## src/hdl/sss_pkg.sv

```systemverilog
// Package for the state-space step unit: fixed-point types, op and bank codes,
// register indexes and the rounding/saturation helpers. No dependencies.
package sss_pkg;

  localparam int QW = 24;
  localparam int QF = 12;
  localparam int ACCW = 48;
  localparam int CNTW = 16;
  localparam int MAX_STATES_DEF = 4;
  localparam int MAX_INPUTS_DEF = 4;
  localparam int MAX_OUTPUTS_DEF = 4;
  localparam int NUM_U = 4;
  localparam int NUM_Y = 4;

  typedef logic signed [QW-1:0] q_t;
  typedef logic signed [ACCW-1:0] acc_t;

  typedef enum logic [1:0] {
    OP_WRITE   = 2'd0,
    OP_RESTART = 2'd1,
    OP_STEP    = 2'd2,
    OP_NONE    = 2'd3
  } op_t;

  typedef enum logic [1:0] {
    BANK_A  = 2'd0,
    BANK_B  = 2'd1,
    BANK_C  = 2'd2,
    BANK_X0 = 2'd3
  } bank_t;

  typedef enum logic [1:0] {
    REG_STATES  = 2'd0,
    REG_INPUTS  = 2'd1,
    REG_OUTPUTS = 2'd2,
    REG_NONE    = 2'd3
  } reg_idx_t;

  typedef enum logic [1:0] {
    ST_IDLE,
    ST_XMAC,
    ST_YMAC,
    ST_OUT
  } state_t;

  // Lane control shared by the sequencer and the lanes.
  typedef struct packed {
    logic clear;
    logic enable;
  } lane_ctl_t;

  // Round a Q23.24 product half up to 12 fractional bits (arithmetic shift is floor).
  function automatic acc_t qround(input logic signed [2*QW-1:0] p);
    logic signed [2*QW-1:0] t;
    begin
      t = p + (2*QW)'(1 << (QF - 1));
      qround = acc_t'(t >>> QF);
    end
  endfunction

  function automatic q_t qsat(input acc_t v);
    begin
      if (v > acc_t'(8388607)) qsat = q_t'(8388607);
      else if (v < -acc_t'(8388608)) qsat = q_t'(-8388608);
      else qsat = q_t'(v);
    end
  endfunction

endpackage

```

## src/hdl/sss_lane.sv

```systemverilog
// One multiply-accumulate lane: a registered product followed by an exact wide sum.
// Depends on sss_pkg.
module sss_lane (
  input  logic              clk,
  input  sss_pkg::lane_ctl_t ctl,
  input  sss_pkg::q_t       coef,
  input  sss_pkg::q_t       operand,
  output sss_pkg::acc_t     acc
);
  import sss_pkg::*;

  logic signed [2*QW-1:0] prod;
  logic                   prod_vld;

  always_ff @(posedge clk) begin
    prod <= coef * operand;
    prod_vld <= ctl.enable;
    if (ctl.clear) begin
      acc <= '0;
    end else if (prod_vld) begin
      acc <= acc + qround(prod);
    end
  end

endmodule

```

## config.mk

```make
export PLATFORM = sky130hd
export DESIGN_NAME = sss_lane
export DESIGN_NICKNAME = d
export VERILOG_FILES = /design/src/hdl/sss_pkg.sv /design/src/hdl/sss_lane.sv
export SDC_FILE = /design/constraint.sdc
export NUM_CORES = 2
export LEC_CHECK = 0
export ABC_AREA = 0
export BUFFER_PORTS_ARGS = -buffer_cell sky130_fd_sc_hd__buf_2
export CORE_ASPECT_RATIO = 0.9
export CORE_MARGIN = 5
export CORE_UTILIZATION = 67
export CTS_BUF_LIST = sky130_fd_sc_hd__clkbuf_2 sky130_fd_sc_hd__clkbuf_4 sky130_fd_sc_hd__clkbuf_8
export DETAILED_ROUTE_END_ITERATION = 10
export GPL_TIMING_DRIVEN = 0
export PLACE_DENSITY = 0.85
export SLEW_MARGIN = 20
export SYNTH_ARGS = -nofsm -noshare
export SYNTH_HDL_FRONTEND = slang
export SYNTH_SLANG_ARGS = --single-unit
```

## constraint.sdc

```tcl
create_clock -name clk -period 15.91 [get_ports clk]
set_input_delay 0.7955 -clock clk [delete_from_list [all_inputs] [get_ports clk]]
set_output_delay 0.7955 -clock clk [all_outputs]
set_load 0.03 [all_outputs]
```

==> impl_metrics.ini <==
[sta]
slew_headroom = 0.352
finalMaxSlewViolations = 0
worst_slew_pin_slew_ps = 971
post-route-min-period_ps = 8430
clock.fmax_ghz = 0.119
period_share = 0.530
finalSetupTns_ps = 0
setup_viol = 0
hold_viol = 0
clock_skew_ps = 18.7
rsz0062_at_grt = false

[logic_synthesis]
synth-seq-cells = 86
synthAdderAreaFrac = 0.546
muxShareOfSynthArea = 0.0105
synth.yosys.seq_area_share = 0.0653
syn_nets = 3703
synth-simple-area-share = 0.171
synth_top_family_by_area = adder cells
synth_top_area_share = 0.461
synth_ff_type = dfxtp_1
yosys_warnings = 0
syn-cell-area_um2 = 26300
synthXorXnorAreaFrac = 0.0386
syn-instance-count = 2867
yosysMostFrequentCell = inv_1
yosysTopAreaCell = fa_1
ys_top_cells_by_area = fa_1 (46%), inv_1 (8.8%), ha_1 (8.5%)
syn_avg_cell_area_um2 = 9.19
async_flop_share = 0
synth_edf_count = 0
yosys-top-cells-count = inv_1 (616), fa_1 (607), nand2_1 (352)
synth_compound_area_frac = 0.0656
yosysUniqueCellTypes = 84

[clock_network]
clk_latency_ps = 380
h-tree-depth = 3
cts_hold_buf = 0
post_cts_buffers = 0
numCtsBuffers = 9
clockBufferDepth = 2
tritoncts = done
clk_pin_slew_worst_paths_ps = 100
root_buffer = clkbuf_8
cts_resized = 0
cts.sinks = 86

[setup_path]
worstPathCellList = buf_2 > clkbuf_1 > nand2_1 > inv_1 > fa_1 > fa_1 > inv_1 > fa_1 > inv_1 > fa_1 > fa_1 > fa_1 > fa_1 > ha_1 > a21oi_1 > o21ai_1 > a21oi_1 > nor3_1 > a211oi_2 > nor2_1 > a2111oi_2 > xnor2_1
cpMaxStageDelayCell = fa_1
slowest_delay_ps = 810
cp_max_fo = 10
cp.arrival_ps = 8700
critPathCaptureType = flop
cp_data_required_time_ps = 16180
crit_family = adder cells
cp-start-kind = primary input
crit_path_frequent_cell = fa_1
path_buf_inv = 5
crit_type = primary input to flop

[placement]
numPortBuffers = 98
dp_hpwl_um = 64900
routabilityCongestion = 0.995

[global_routing]
grt_util_met1 = 0.492
grt_start_max_net_pins = 16
use_met3 = 0.102
grt_pass1_wl_um = 120000
use_met2 = 0.572
grt_pass1_vias = 21600
top_usage_layer = met2
track_usage = 0.362
grt_remaining_overflow = 0
antenna_found_initial = 6

[routing]
postRouteAntennaNets = 0
firstDrtPassIters = 6
wire_per_inst_um = 21.8
via_per_inst = 5.82
drc = 0
vias = 20500
wl_um = 76500
drtIter0Drc = 1736

[floorplanning]
initial_utilization = 0.672
rows = 69
dieWidth_um = 219
fp.dieH_um = 198
io_pins = 99
fp.dieArea_um2 = 43400
coreArea_um2 = 39200

[final_layout]
nets = 3812
postLayoutCoreUtil = 0.707
area_growth_syn_to_layout_pct = 5.21
drive_gt1_frac = 0.0513

[status]
outcome = completed

[hold_path]
min_path_type = flop to flop

[run]
maxCapViolCount = 0
[placed cells by master (no fill, tap or decap), drive strengths merged, types with 15 or more instances in the layout]
cell type / n
clkbuf: 117
nor2: 91
dfxtp: 86
a211oi: 15
xnor2: 79
a21oi: 69
ha: 178
nand2b: 18
nand2: 352
fa: 607
and2: 268
mux2i: 25
nand3: 36
xor2: 35
and3: 25
a21o: 35
a31oi: 15
buf: 102
o21ai: 30
nor2b: 31
inv: 617
[worst min-delay path, stage by stage (launching register included)]
cell      delay (ps)
dfxtp_1          340
nand2b_1          70
a21oi_1           50
[layer usage]
layer,part of all wire,vias to the layer above
li1,-,8875
met1,0.39,10300
met2,0.45,1094
met3,0.12,206
met4,0.040,6
met5,0.00054,-
[flip-flops by register name, indices dropped and copies added, names as in the netlist]
register,count
prod,37
acc,48
prod_vld,1
[cell type report]
cell class	instances	area, um^2
diodes	3	7.51
plain buffers	112	420
clock buffers	9	124
clock inverters	6	86.3
fillers	3146	11500
inverters	616	2310
multi-input cells	2053	21900
flip-flops and latches	86	1720
well taps	532	666
repair buffers	98	490
[worst paths after layout]
kind | from | to | slack, ps | depth (start not counted)
worst min-delay path | acc[39] | acc[39] | 500 | 2
worst max register to register | prod[13] | acc[46] | 10830 | 19
worst min register to register | acc[39] | acc[39] | 500 | 2
worst max-delay path | coef[23] | prod[47] | 7480 | 22
[cells by family (layout without fill, tap and decap cells)]
logic type / count (synthesis) / in the layout
AOI/OAI and AO/OA: 245 / 245
xor gates and xnor gates: 114 / 114
adders and majority gates: 785 / 785
buffers and inverters: 728 / 841
DFF: 86 / 86
muxes: 27 / 27
other: 0 / 3
and+or+nand+nor: 882 / 882
[metrics by stage]
stage / setup slack (ps) / instances / area, um^2 / hold slack (ps)
2_1_floorplan: 8660 / 2867 / 26300 / 585
3_3_place_gp: 7250 / 3497 / 27500 / 473
3_5_place_dp: 7120 / 3497 / 27500 / 483
4_1_cts: 7500 / 3512 / 27700 / 494
5_1_grt: 7070 / 3513 / 27700 / 497
6_report: 7480 / 3515 / 27700 / 498
Power is not shown: default switching activity piles up to over one toggle a cycle in this logic, so the estimate is an artifact.
